===== config.mk =====
export PLATFORM = sky130hd
export DESIGN_NAME = trial_division_prime_test_unit
export DESIGN_NICKNAME = d
export VERILOG_FILES = /design/src/sv/tdp_pkg.sv /design/src/sv/trial_division_prime_test_unit.sv /design/src/sv/tdp_datapath.sv /design/src/sv/tdp_ctrl.sv
export SDC_FILE = /design/constraint.sdc
export NUM_CORES = 1
export LEC_CHECK = 0
export BUFFER_PORTS_ARGS = -buffer_cell sky130_fd_sc_hd__clkbuf_2
export CAP_MARGIN = 20
export CORE_MARGIN = 8
export CORE_UTILIZATION = 25
export CTS_BUF_LIST = sky130_fd_sc_hd__clkbuf_4
export CTS_CLUSTER_SIZE = 24
export DETAILED_ROUTE_END_ITERATION = 8
export HOLD_SLACK_MARGIN = 0.08
export PLACE_DENSITY = 0.42
export SLEW_MARGIN = 40
export SYNTH_ARGS = -nofsm -noshare
export SYNTH_HDL_FRONTEND = slang
export SYNTH_SLANG_ARGS = --single-unit

===== constraint.sdc =====
create_clock -name i_clk -period 3.37 [get_ports i_clk]
set_input_delay 0.674 -clock i_clk [delete_from_list [all_inputs] [get_ports i_clk]]
set_output_delay 0.674 -clock i_clk [all_outputs]
set_load 0.01 [all_outputs]

===== src/sv/tdp_pkg.sv =====
package tdp_pkg;

    // commands from the controller to the datapath
    typedef struct packed {
        logic load;       // capture candidate, reset divisor to 3
        logic div_start;  // clear remainder and bit counter
        logic div_step;   // one restoring-division bit
        logic next_div;   // advance to the next odd divisor
    } t_dp_cmd;

    // status from the datapath to the controller
    typedef struct packed {
        logic is_neg;
        logic le_one;
        logic is_two;
        logic is_even;
        logic bound_over;  // divisor squared exceeds candidate
        logic cnt_last;    // current step is the last division bit
        logic rem_zero;
    } t_dp_status;

endpackage


===== src/sv/trial_division_prime_test_unit.sv =====
// Channel   Handshake               Ports
// -------   ---------------------   ------------------------
// input     start & !busy           i_candidate
// result    o_valid, one cycle      o_is_prime
//
// One word at a time. A word is first classified; each odd trial divisor then takes a
// bound check, one bit per cycle in the restoring remainder unit, and a remainder
// check, so a worst-case odd prime n tries every odd divisor up to sqrt(n). busy
// is high from acceptance until the cycle the result strobes. Synchronous
// active-low reset returns to idle. The receiver cannot stall: o_valid lasts
// exactly one cycle, and o_is_prime holds until the next result.
module trial_division_prime_test_unit #(
    parameter int VALUE_WIDTH = 32
) (
    input  logic                          i_clk,
    input  logic                          i_rst_n,
    input  logic                          start,
    output logic                          busy,
    input  logic signed [VALUE_WIDTH-1:0] i_candidate,
    output logic                          o_valid,
    output logic                          o_is_prime
);
    import tdp_pkg::*;

    t_dp_cmd    dp_cmd;
    t_dp_status dp_status;

    tdp_ctrl u_ctrl (
        .i_clk      (i_clk),
        .i_rst_n    (i_rst_n),
        .i_start    (start),
        .i_status   (dp_status),
        .o_cmd      (dp_cmd),
        .o_busy     (busy),
        .o_valid    (o_valid),
        .o_is_prime (o_is_prime)
    );

    tdp_datapath #(
        .VALUE_WIDTH (VALUE_WIDTH)
    ) u_datapath (
        .i_clk    (i_clk),
        .i_value  (VALUE_WIDTH'(unsigned'(i_candidate))),
        .i_cmd    (dp_cmd),
        .o_status (dp_status)
    );

`ifndef SYNTHESIS
    a_valid_not_busy: assert property (@(posedge i_clk) disable iff (!i_rst_n)
        o_valid |-> !busy)
        else $error("result strobe while busy");

    a_accept_sets_busy: assert property (@(posedge i_clk) disable iff (!i_rst_n)
        (start && !busy) |=> busy)
        else $error("accepted word did not raise busy");

    a_valid_after_work: assert property (@(posedge i_clk) disable iff (!i_rst_n)
        o_valid |-> $past(busy))
        else $error("result strobe without a word in progress");

    a_single_strobe: assert property (@(posedge i_clk) disable iff (!i_rst_n)
        o_valid |=> !o_valid)
        else $error("result strobe held two cycles");
`endif

endmodule


===== src/sv/tdp_datapath.sv =====
module tdp_datapath #(
    parameter int VALUE_WIDTH = 32
) (
    input  logic                   i_clk,
    input  logic [VALUE_WIDTH-1:0] i_value,
    input  tdp_pkg::t_dp_cmd       i_cmd,
    output tdp_pkg::t_dp_status    o_status
);
    import tdp_pkg::*;

    localparam int CNT_W = $clog2(VALUE_WIDTH);

    logic [VALUE_WIDTH-1:0] r_n;
    logic [VALUE_WIDTH-1:0] r_d;
    logic [VALUE_WIDTH-1:0] r_sq;
    logic [VALUE_WIDTH-1:0] r_rem;
    logic [VALUE_WIDTH-1:0] r_shift;
    logic [CNT_W-1:0]       r_cnt;

    logic [VALUE_WIDTH:0]   trial;
    logic                   trial_ge;

    // shift in the next dividend bit, subtract if it fits
    assign trial    = {r_rem, r_shift[VALUE_WIDTH-1]};
    assign trial_ge = trial >= {1'b0, r_d};

    always_ff @(posedge i_clk) begin
        if (i_cmd.load) begin
            r_n  <= i_value;
            r_d  <= VALUE_WIDTH'(3);
            r_sq <= VALUE_WIDTH'(9);
        end else if (i_cmd.next_div) begin
            // (d+2)^2 = d^2 + 4d + 4
            r_d  <= r_d + VALUE_WIDTH'(2);
            r_sq <= r_sq + {r_d[VALUE_WIDTH-3:0], 2'b00} + VALUE_WIDTH'(4);
        end

        if (i_cmd.div_start) begin
            r_rem   <= '0;
            r_shift <= r_n;
            r_cnt   <= '0;
        end else if (i_cmd.div_step) begin
            if (trial_ge) begin
                r_rem <= VALUE_WIDTH'(trial - {1'b0, r_d});
            end else begin
                r_rem <= trial[VALUE_WIDTH-1:0];
            end
            r_shift <= {r_shift[VALUE_WIDTH-2:0], 1'b0};
            r_cnt   <= r_cnt + CNT_W'(1);
        end
    end

    always_comb begin
        o_status.is_neg     = r_n[VALUE_WIDTH-1];
        o_status.le_one     = (r_n[VALUE_WIDTH-1:1] == '0);
        o_status.is_two     = (r_n == VALUE_WIDTH'(2));
        o_status.is_even    = ~r_n[0];
        o_status.bound_over = (r_sq > r_n);
        o_status.cnt_last   = (r_cnt == CNT_W'(VALUE_WIDTH - 1));
        o_status.rem_zero   = (r_rem == '0);
    end

endmodule


===== src/sv/tdp_ctrl.sv =====
module tdp_ctrl (
    input  logic                i_clk,
    input  logic                i_rst_n,
    input  logic                i_start,
    input  tdp_pkg::t_dp_status i_status,
    output tdp_pkg::t_dp_cmd    o_cmd,
    output logic                o_busy,
    output logic                o_valid,
    output logic                o_is_prime
);
    import tdp_pkg::*;

    typedef enum logic [2:0] {
        ST_IDLE,
        ST_CLASSIFY,
        ST_BOUND,
        ST_DIVIDE,
        ST_CHECK_REM
    } t_state;

    t_state r_state;
    logic   r_busy;
    logic   r_valid;
    logic   r_is_prime;

    always_comb begin
        o_cmd           = '0;
        o_cmd.load      = (r_state == ST_IDLE) && i_start;
        o_cmd.div_start = (r_state == ST_BOUND) && !i_status.bound_over;
        o_cmd.div_step  = (r_state == ST_DIVIDE);
        o_cmd.next_div  = (r_state == ST_CHECK_REM) && !i_status.rem_zero;
    end

    always_ff @(posedge i_clk) begin
        if (!i_rst_n) begin
            r_state    <= ST_IDLE;
            r_busy     <= 1'b0;
            r_valid    <= 1'b0;
            r_is_prime <= 1'b0;
        end else begin
            r_valid <= 1'b0;
            unique case (r_state)
                ST_IDLE: begin
                    if (i_start) begin
                        r_state <= ST_CLASSIFY;
                        r_busy  <= 1'b1;
                    end
                end
                ST_CLASSIFY: begin
                    priority if (i_status.is_neg || i_status.le_one) begin
                        r_state    <= ST_IDLE;
                        r_busy     <= 1'b0;
                        r_valid    <= 1'b1;
                        r_is_prime <= 1'b0;
                    end else if (i_status.is_two) begin
                        r_state    <= ST_IDLE;
                        r_busy     <= 1'b0;
                        r_valid    <= 1'b1;
                        r_is_prime <= 1'b1;
                    end else if (i_status.is_even) begin
                        r_state    <= ST_IDLE;
                        r_busy     <= 1'b0;
                        r_valid    <= 1'b1;
                        r_is_prime <= 1'b0;
                    end else begin
                        r_state <= ST_BOUND;
                    end
                end
                ST_BOUND: begin
                    if (i_status.bound_over) begin
                        // no divisor up to the square root
                        r_state    <= ST_IDLE;
                        r_busy     <= 1'b0;
                        r_valid    <= 1'b1;
                        r_is_prime <= 1'b1;
                    end else begin
                        r_state <= ST_DIVIDE;
                    end
                end
                ST_DIVIDE: begin
                    if (i_status.cnt_last) begin
                        r_state <= ST_CHECK_REM;
                    end
                end
                ST_CHECK_REM: begin
                    if (i_status.rem_zero) begin
                        r_state    <= ST_IDLE;
                        r_busy     <= 1'b0;
                        r_valid    <= 1'b1;
                        r_is_prime <= 1'b0;
                    end else begin
                        r_state <= ST_BOUND;
                    end
                end
                default: begin
                    r_state <= ST_IDLE;
                    r_busy  <= 1'b0;
                end
            endcase
        end
    end

    assign o_busy     = r_busy;
    assign o_valid    = r_valid;
    assign o_is_prime = r_is_prime;

endmodule


Word-level counts from Yosys, hierarchy flattened
Index checks and enable logic that the tools add are counted.

word-level totals
  bits in registers = 171
  input bits = 35
  output and inout bits = 3
  logic and storage cells = 71

operators by class
  $add $sub $neg = 5
  $lt $le $gt $ge = 2
  equal/unequal tests = 11
  mux-type cells = 28
  bitwise operators = 1
  reductions and logical operators = 14

operator list
  kind                                                                     count
  32-bit 2-to-1 mux                                                        3
  33-bit by 32-bit >= comparator with 1-bit output                         1
  32-bit by 2-bit adder with 32-bit output, second input constant          1
  32-bit by 3-bit adder with 32-bit output, second input constant          1
  32-bit adder                                                             1
  32-bit by 2-bit equality test with 1-bit output, second input constant   1
  32-bit > comparator                                                      1
  32-bit logical NOT                                                       1
  32-bit subtractor                                                        1
  31-bit logical NOT                                                       1
  3-bit one-hot mux with 5 select lines                                    1
  1-bit 2-to-1 mux                                                         14
  3-bit 2-to-1 mux                                                         4
  3-bit by 2-bit equality test with 1-bit output, second input constant    2
  2-bit 2-to-1 mux                                                         3
  2-bit by 1-bit inequality test with 1-bit output, second input constant  3
  1-bit one-hot mux with 3 select lines                                    2
  5-bit by 1-bit adder with 5-bit output, second input constant            1
  5-bit equality test, second input constant                               1
  1-bit one-hot mux with 5 select lines                                    1
  5-bit AND reduction                                                      1
  4-bit inequality test, second input constant                             1
  4-bit AND reduction                                                      1
  3-bit by 1-bit equality test with 1-bit output, second input constant    1
  10 further kinds                                                         13

Logic depth before layout (Yosys ltp)
Gate-level depths: netlist of the first run.

  word-level depth = 4
  mapped depth = 15
  mapped depth without buffers = 15

Cells and area by module
Synthesis of the first run repeated with hierarchy kept, for this count alone.

second synthesis, totals
  cell total of the unflattened synthesis = 1203
  area, all modules = 11116.9 um^2

modules (own cells, without submodules)
  module        instances  cells each  area an instance (um^2)  seq. area each (um^2)
  tdp_datapath  1          1155        10730.3                  3863.7
  tdp_ctrl      1          48          386.6                    120.1

Least setup slack after synthesis of the first run
No wires, ideal clock.

  path type = reg2reg
  start = reg u_datapath.r_n[25]
  end = reg u_datapath.r_shift[0] (enable)
  setup time = 388 ps
  data arrival time = 2724 ps
  required time = 2982 ps
  slack = 258 ps
  cell stages (with the launch flop) = 11
  path buffers = 0
  period minus slack after synthesis = 3112 ps
  cells stage by stage = edfxtp_1 > inv_1 > ha_1 > a21o_1 > a21o_1 > a21oi_1 > o21ai_0 > a211o_1 > o21ai_1 > nor2_1 > inv_1

on the way
  cells in the longest elaborated chain, start to end = 4

RTL lines
  item                                 line                RTL
  start, declared                      tdp_datapath.sv:13  logic [VALUE_WIDTH-1:0] r_n;
  start signal, assigned               tdp_datapath.sv:29  r_n <= i_value;
  32-bit > comparator                  tdp_datapath.sv:58  o_status.bound_over = (r_sq > r_n);
  1-bit logical NOT                    tdp_ctrl.sv:29      o_cmd.div_start = (r_state == ST_BOUND) && !i_status.bound_over;
  1-bit logical AND                    tdp_ctrl.sv:29
  2-bit nonzero test (no source line)  --
  end signal, assigned                 tdp_datapath.sv:40  r_shift <= r_n;
  end signal, assigned                 tdp_datapath.sv:48  r_shift <= {r_shift[VALUE_WIDTH-2:0], 1'b0};
  end, declared                        tdp_datapath.sv:17  logic [VALUE_WIDTH-1:0] r_shift;

No other way between the ends.
A chain may end at the register's enable or synchronous reset.

Final worst setup path of the first run
  start = reg u_datapath.r_d[6]
  end = reg u_datapath.r_sq[25]

on the way
  cells in the longest elaborated chain, start to end = 2

RTL lines
  item                                      line                RTL
  start, declared                           tdp_datapath.sv:14  logic [VALUE_WIDTH-1:0] r_d;
  start signal, assigned                    tdp_datapath.sv:34  r_d <= r_d + VALUE_WIDTH'(2);
  32-bit adder                              tdp_datapath.sv:35  r_sq <= r_sq + {r_d[VALUE_WIDTH-3:0], 2'b00} + VALUE_WIDTH'(4);
  32-bit by 3-bit adder with 32-bit output  tdp_datapath.sv:35
  end signal, assigned                      tdp_datapath.sv:35
  end, declared                             tdp_datapath.sv:15  logic [VALUE_WIDTH-1:0] r_sq;

No other way between the ends.

==> reports/metrics.yaml, run 1 <==
worst_setup_path:
  crit_slowest_cell: "a2111o_1"
  cp.arrival_ns: 3.76
  crit_fanout: 4
  end_kind: "register"
  path_class: "reg -> reg"
  cp_top_family: "compound AO/OA/AOI/OAI gates"
  worstPathCellList: "buf_4 > ha_1 > ha_1 > or3_1 > o22a_1 > a2111o_1 > a41oi_1 > o221ai_1 > xor2_1 > nand2_1 > a21oi_1"
  cpPeakStageDelay_ns: 0.47
  path_buf_inv: 1
  worstPathRequired_ns: 3.92
  worstSetupStartpointType: "register"
  crit_cells: 11
  r2r_cells: 11
  crit_top_cell: "ha_1"
cts:
  clk_pin_slew_ns: 0.16
  cts_root_buffer: "clkbuf_4"
  cts_buffers: 17
  clk-insertion-delay-late_ns: 0.63
  htreeDepth: 4
  cts_buffer_depth: 2
  tritoncts: "built"
  cts_sinks: 167
cells_and_area:
  final_cell_mix: "nand2_1 (135), ha_1 (118), dfxtp_1 (98)"
  post-route-cell-area_um2: 12200
  drive_above_1_share_pct: 12.3
  syn_to_final_growth_pct: 14.1
  seq_area_um2: 3990
  final_common_cell: "nand2_1"
  multiInputGateArea_um2: 6280
  nNetsFinal: 1421
  fillers: 4564
grt:
  grt.overflow.total: 0
  antenna_found_initial: 1
  grt_pass1_vias: 8619
  grt_pass1_wl_mm: 46.7
  track_usage_pct: 11.8
  grt_max_degree: 42
power_and_ir_drop:
  clkPwrFrac_pct: 14.6
  swShare_pct: 40.8
  powerDensity_nw_per_um2: 724
  p_total_mw: 8.86
  intPower_mw: 5.25
  leakage_nw: 5.27
  switching_power_mw: 3.61
  seqPwrFrac_pct: 27.6
  pwr-share-comb_pct: 57.8
  vdd_ir_drop_max_uv: 777
drt:
  drtIter0Drc: 429
  wl_mm: 28.9
  wl_per_cell_um: 15.8
  vias: 8667
  drc_errors: 0
  antenna_left: 0
  viasPerCell: 4.75
  dr.pass1.iters: 5
sta:
  worst_pin_slew_ns: 0.766
  slew_headroom_pct: 48.4
  finalCritPeriodShare_pct: 95.3
  setup_viol: 0
  skew_ns: 0.0245
  tns_ns: 0
  hold_viol_final: 0
  fmax_ghz: 0.311
  slew_violations: 0
  rsz0062_at_grt: "false"
  whs_ns: 0.203
  period_needed_ns: 3.21
synthesis:
  postSynthAreaPerCell_um2: 8.97
  ys_ff_latch: 167
  synth_flop_cell: "dfxtp_1"
  synth_edf_count: 64
  syn_area_um2: 10700
  ys_types: 79
  async_reset_ff_share_pct: 0
  synth_nets: 1353
  ys_seq_area_share_pct: 37.1
  postSynthCellCount: 1197
  yosys_warnings: 0
hold_path:
  holdPathStages: 1
  hold_class: "in -> reg"
placed_design:
  port_buffers: 37
  placed_area_um2: 11900
  gp_congestion: 0.817
  hpwl_mm: 22.5
floorplan:
  core_um2: 42700
  die_h_um: 223
  die_w_um: 223
  dieArea_um2: 49800
  start_util_pct: 25.1
  io_pins: 38
  rows: 76
job:
  drv_cap: 0
status:
  status: "completed"
-- path summary, 6_finish.rpt --
path | end | slack (ns) | startpoint
min reg2reg | u_datapath.r_cnt[4] | 0.47 | u_datapath.r_cnt[4]
min | u_datapath.r_n[11] | 0.20 | i_candidate[11]
max | u_datapath.r_sq[25] | 0.16 | u_datapath.r_d[6]
max reg2reg | u_datapath.r_sq[25] | 0.16 | u_datapath.r_d[6]
-- flip-flops by register name, indices dropped and copies added, names as in the netlist --
register,count
u_datapath.r_shift,32
u_datapath.r_rem,32
u_ctrl.r_state,3
u_ctrl.o_valid,1
u_ctrl.o_is_prime,1
u_datapath.r_cnt,5
u_datapath.r_sq,29
u_datapath.r_d,31
u_ctrl.o_busy,1
u_datapath.r_n,32
-- what timing repair did --
item,CTS,global route
pin swaps,0,6
hold buffers,0,0
endpoints found under the setup margin,1,15
gates resized for setup,1,13
setup buffers,0,4
-- cells by family after synthesis --
| kind of cell | count (synthesis) | synth area share (%) |
|---|---|---|
| flip-flops | 167 | 37.1 |
| buffers and inverters | 130 | 4.66 |
| XOR/XNOR | 76 | 6.20 |
| adder cells (fa/ha/maj) | 121 | 14.2 |
| AND/OR/NAND/NOR | 371 | 16.8 |
| AO/OA/AOI/OAI | 301 | 18.0 |
| multiplexers | 31 | 2.91 |
-- cell usage after synthesis, drive strengths merged (6+ instances only) --
master  count  area share [%]
a21oi      76             3.6
nor2b      11            0.64
edfxtp     64              18
o21ai     100             4.7
dfxtp     103              19
nand2b      9            0.52
inv        89             3.1
o211ai      9            0.68
xor2       14             1.1
o21a       14            0.98
or3         8            0.47
and2        6            0.35
clkbuf     35             1.2
nor3       17            0.79
nor4       21             1.4
and3       13            0.78
nand3      25             1.2
mux2i      29             2.7
nand2     135             4.7
o31ai      10            0.70
nor2       77             2.7
a211oi     13             1.1
ha        119              14
xnor2      62             5.1
nand4      27             1.6
a31oi       7            0.55
a21o       23             1.6
or4         6            0.45
-- metrics by stage --
stage	worst slack (ns)	util, %	std cells
global placement	0.0549	27.8	1788
global route	0.0112	28.7	1825
CTS	0.0399	28.5	1820
detailed placement	0.0491	27.8	1788
floorplan	0.258	-	1197
finish	0.160	28.7	1825
-- area by class of cell --
class,instances,share of cell area (%)
multi-input combinational,900,51.3
sequential,167,32.6
inverter,90,2.76
tap,546,5.58
antenna,1,0.0204
clock buffer,19,1.16
timing repair buffer,89,5.31
clock inverter,13,1.26
-- metal layers --
metal / routed length, um / up-vias / track usage (%)
met4: 403 / 0 / 3.38
li1: - / 4477 / -
met5: 0 / - / 0
met1: 13900 / 4072 / 14.9
met2: 13900 / 91 / 20.2
met3: 723 / 27 / 2.06
-- power by group through the flow --
stage	Combinational (mW)	Clock, mW	Sequential (mW)
after global routing	5.65	1.43	2.47
after detailed placement	5.05	0	2.48
after floorplan	3.70	0	2.43
after CTS	5.08	1.36	2.44
after global placement	5.09	0	2.49
final	5.12	1.30	2.44
Note: power is estimated with default switching activity, not from simulation.
==> inputs of run 2 (changes only) <==
--- a/config.mk
+++ b/config.mk
@@ -7,7 +7,7 @@
 export LEC_CHECK = 0
 export BUFFER_PORTS_ARGS = -buffer_cell sky130_fd_sc_hd__clkbuf_2
 export CAP_MARGIN = 20
-export CORE_MARGIN = 8
+export CORE_MARGIN = 2
 export CORE_UTILIZATION = 25
 export CTS_BUF_LIST = sky130_fd_sc_hd__clkbuf_4
 export CTS_CLUSTER_SIZE = 24
==> run 2 against run 1 <==
Effect of this change:
- core utilization is 0.37 points higher
- largest power group unchanged
- non-clock buffer count is 1 lower
- count of clock-buffer cells in the layout is 2 lower
- critical path depth is 1 lower
- critical path type unchanged
- sequential share of layout area is 0.054 points higher
- clock power is 5% lower
- flip-flop and latch count stayed put
- first-iteration DRC count is 16% higher
==> reports/metrics.yaml, run 2 (same netlist as run 1, synthesis figures left out) <==
sta:
  rsz0062_at_grt: "false"
  setup_viol: 0  # unchanged
  fmax_ghz: 0.312  # +0.31%
  worst_slack_ns: 0.170  # +0.00982 ns
  finalCritPeriodShare_pct: 95.0  # -0.29 points
  period_needed_ns: 3.20  # -0.00982 ns
  skew_ns: 0.0293  # +0.00477 ns
  tns_ns: 0  # unchanged
  slew_violations: 0  # unchanged
  hold_viol_final: 0  # unchanged
  whs_ns: 0.232  # +0.0285 ns
  worst_pin_slew_ns: 0.754  # -0.0121 ns
  slew_headroom_pct: 49.3  # +0.82 points
grt:
  grt_pass1_vias: 8585  # -0.39%
  grt_pass1_wl_mm: 46.5  # -0.47%
  antenna_found_initial: 1  # unchanged
  grt_max_degree: 56  # +33%
  track_usage_pct: 13.4  # +1.6 points
  grt.overflow.total: 0  # unchanged
cts:
  htreeDepth: 4  # unchanged
  clk_pin_slew_ns: 0.15  # about the same
  tritoncts: "built"
  cts_hold_buf: 0  # unchanged
  clk-insertion-delay-late_ns: 0.62  # about the same
  cts_sinks: 167  # unchanged
  cts_buffers: 17  # unchanged
  cts_buffer_depth: 2  # unchanged
  cts_root_buffer: "clkbuf_4"
floorplan:
  core_um2: 42100  # -1.3%
  io_pins: 38  # unchanged
  die_w_um: 211  # -5.4%
  rows: 75  # -1.3%
  dieArea_um2: 44600  # -10%
  start_util_pct: 25.5  # +0.34 points
  die_h_um: 211  # -5.4%
placed_design:
  pre_cts_slack_ns: 0.0718  # +0.0228 ns
  hpwl_mm: 22.3  # -1.1%
  dpl.cell_count: 1781  # -0.39%
  port_buffers: 37  # unchanged
  gp_congestion: 0.825  # +0.99%
cells_and_area:
  final_common_cell: "nand2_1"
  multiInputGateArea_um2: 6300  # +0.30%
  fin_cells: 1817  # -0.44%
  final_core_util_pct: 29.1  # +0.37 points
  final_cell_mix: "nand2_1 (134), ha_1 (117), o21ai_0 (94), dfxtp_1 (94), inv_1 (89)"
  reg_top3: "u_datapath.r_n (32), u_datapath.r_rem (32), u_datapath.r_shift (32)"
  fillers: 4480  # -1.8%
  nNetsFinal: 1420  # -0.070%
  syn_to_final_growth_pct: 14.0  # about the same
  drive_above_1_share_pct: 12.7  # +0.40 points
  seq_area_um2: 4000  # +0.13%
worst_setup_path:
  end_kind: "register"
  path_class: "reg -> reg"
  reg2reg_slack_ns: 0.17  # about the same
  crit_fanout: 3  # -1
  r2r_end: "u_datapath.r_rem[18]"
  worstPathRequired_ns: 3.89  # -0.03 ns
  cp.arrival_ns: 3.72  # -0.04 ns
  r2r-start: "u_datapath.r_shift[31]"
  worstSetupStartpointType: "register"
  r2r_cells: 10  # -1
power_and_ir_drop:
  clkPwrFrac_pct: 13.7  # -0.9 points
  pwr-share-comb_pct: 58.9  # +1.1 points
  seqPwrFrac_pct: 27.4  # -0.2 points
  powerDensity_nw_per_um2: 731  # +1.0%
  leakage_nw: 5.25  # -0.27%
  switching_power_mw: 3.70  # +2.5%
  intPower_mw: 5.24  # about the same
  vdd_ir_drop_max_uv: 771  # -0.72%
  swShare_pct: 41.4  # +0.60 points
drt:
  wl_per_cell_um: 15.9  # +0.53%
  drc_errors: 0  # unchanged
  dr.pass1.iters: 4  # -1
  vias: 8615  # -0.60%
  drtIter0Drc: 496  # +16%
  wl_mm: 28.9  # about the same
  antenna_left: 0  # unchanged
  viasPerCell: 4.74  # -0.16%
hold_path:
  min_from: "i_candidate[17]"
  hold_class: "in -> reg"
  whs_endpoint: "u_datapath.r_n[17]"
  holdPathStages: 1  # unchanged
job:
  drv_cap: 0  # unchanged
status:
  status: "completed"
[run 2: critical path, cell delays in order, from the launching register on]
cell	delay, ns
edfxtp_1	0.45
fa_1	0.50
a211oi_2	0.27
o21ai_1	0.15
a41o_2	0.34
a31oi_4	0.21
nor2_2	0.08
a211oi_4	0.26
nor4bb_1	0.09
or4_1	0.50
a32o_1	0.27
[run 2: metal layers]
| metal | global-route usage, % | share of wire [%] | up-vias |
|---|---|---|---|
| li1 | - | - | 4472 |
| met1 | 17.8 | 50 | 4050 |
| met2 | 22.5 | 47 | 78 |
| met3 | 2.59 | 2.3 | 15 |
| met4 | 2.96 | 0.94 | 0 |
| met5 | 0 | 0 | - |
[run 2: power groups by stage]
| stage | Clock (mW) | Combinational (mW) | Sequential (mW) |
|---|---|---|---|
| global placement | 0 | 4.96 | 2.49 |
| floorplan | 0 | 3.70 | 2.43 |
| detailed placement | 0 | 4.96 | 2.49 |
| finish | 1.23 | 5.27 | 2.45 |
| CTS | 1.30 | 4.99 | 2.44 |
| global route | 1.38 | 5.84 | 2.47 |
[run 2: worst max path at each step]
stage,start,to,slack (ns),depth (start not counted)
floorplan,u_datapath.r_n[25],u_datapath.r_shift[0],0.26,10
global placement,u_datapath.r_sq[5],u_datapath.r_sq[31],0.06,11
detailed placement,u_datapath.r_shift[31],u_datapath.r_rem[18],0.07,10
CTS,u_datapath.r_shift[31],u_datapath.r_rem[18],0.01,10
global route,u_datapath.r_d[7],u_datapath.r_rem[18],0.004,11
finish,u_datapath.r_shift[31],u_datapath.r_rem[18],0.17,10
[run 2: cell type report]
class	instances	area share (%)
diodes	1	0.0204
clock buffers	17	1.04
clock inverters	15	1.24
inverters	90	2.76
multi-input cells	900	51.5
flip-flops and latches	167	32.6
well taps	539	5.51
repair buffers	88	5.29
[run 2: through the flow]
stage | instance area (um^2) | power [mW]
6_report | 12200 | 8.95
5_1_grt | 12200 | 9.69
4_1_cts | 12100 | 8.74
3_5_place_dp | 11900 | 7.44
3_3_place_gp | 11900 | 7.46
2_1_floorplan | 10700 | 6.14
[run 2: repair_timing]
item	CTS	global route
gates resized for setup	1	19
gates cloned	0	1
setup endpoints to repair	1	18
pin swaps	0	6
setup buffers	0	2
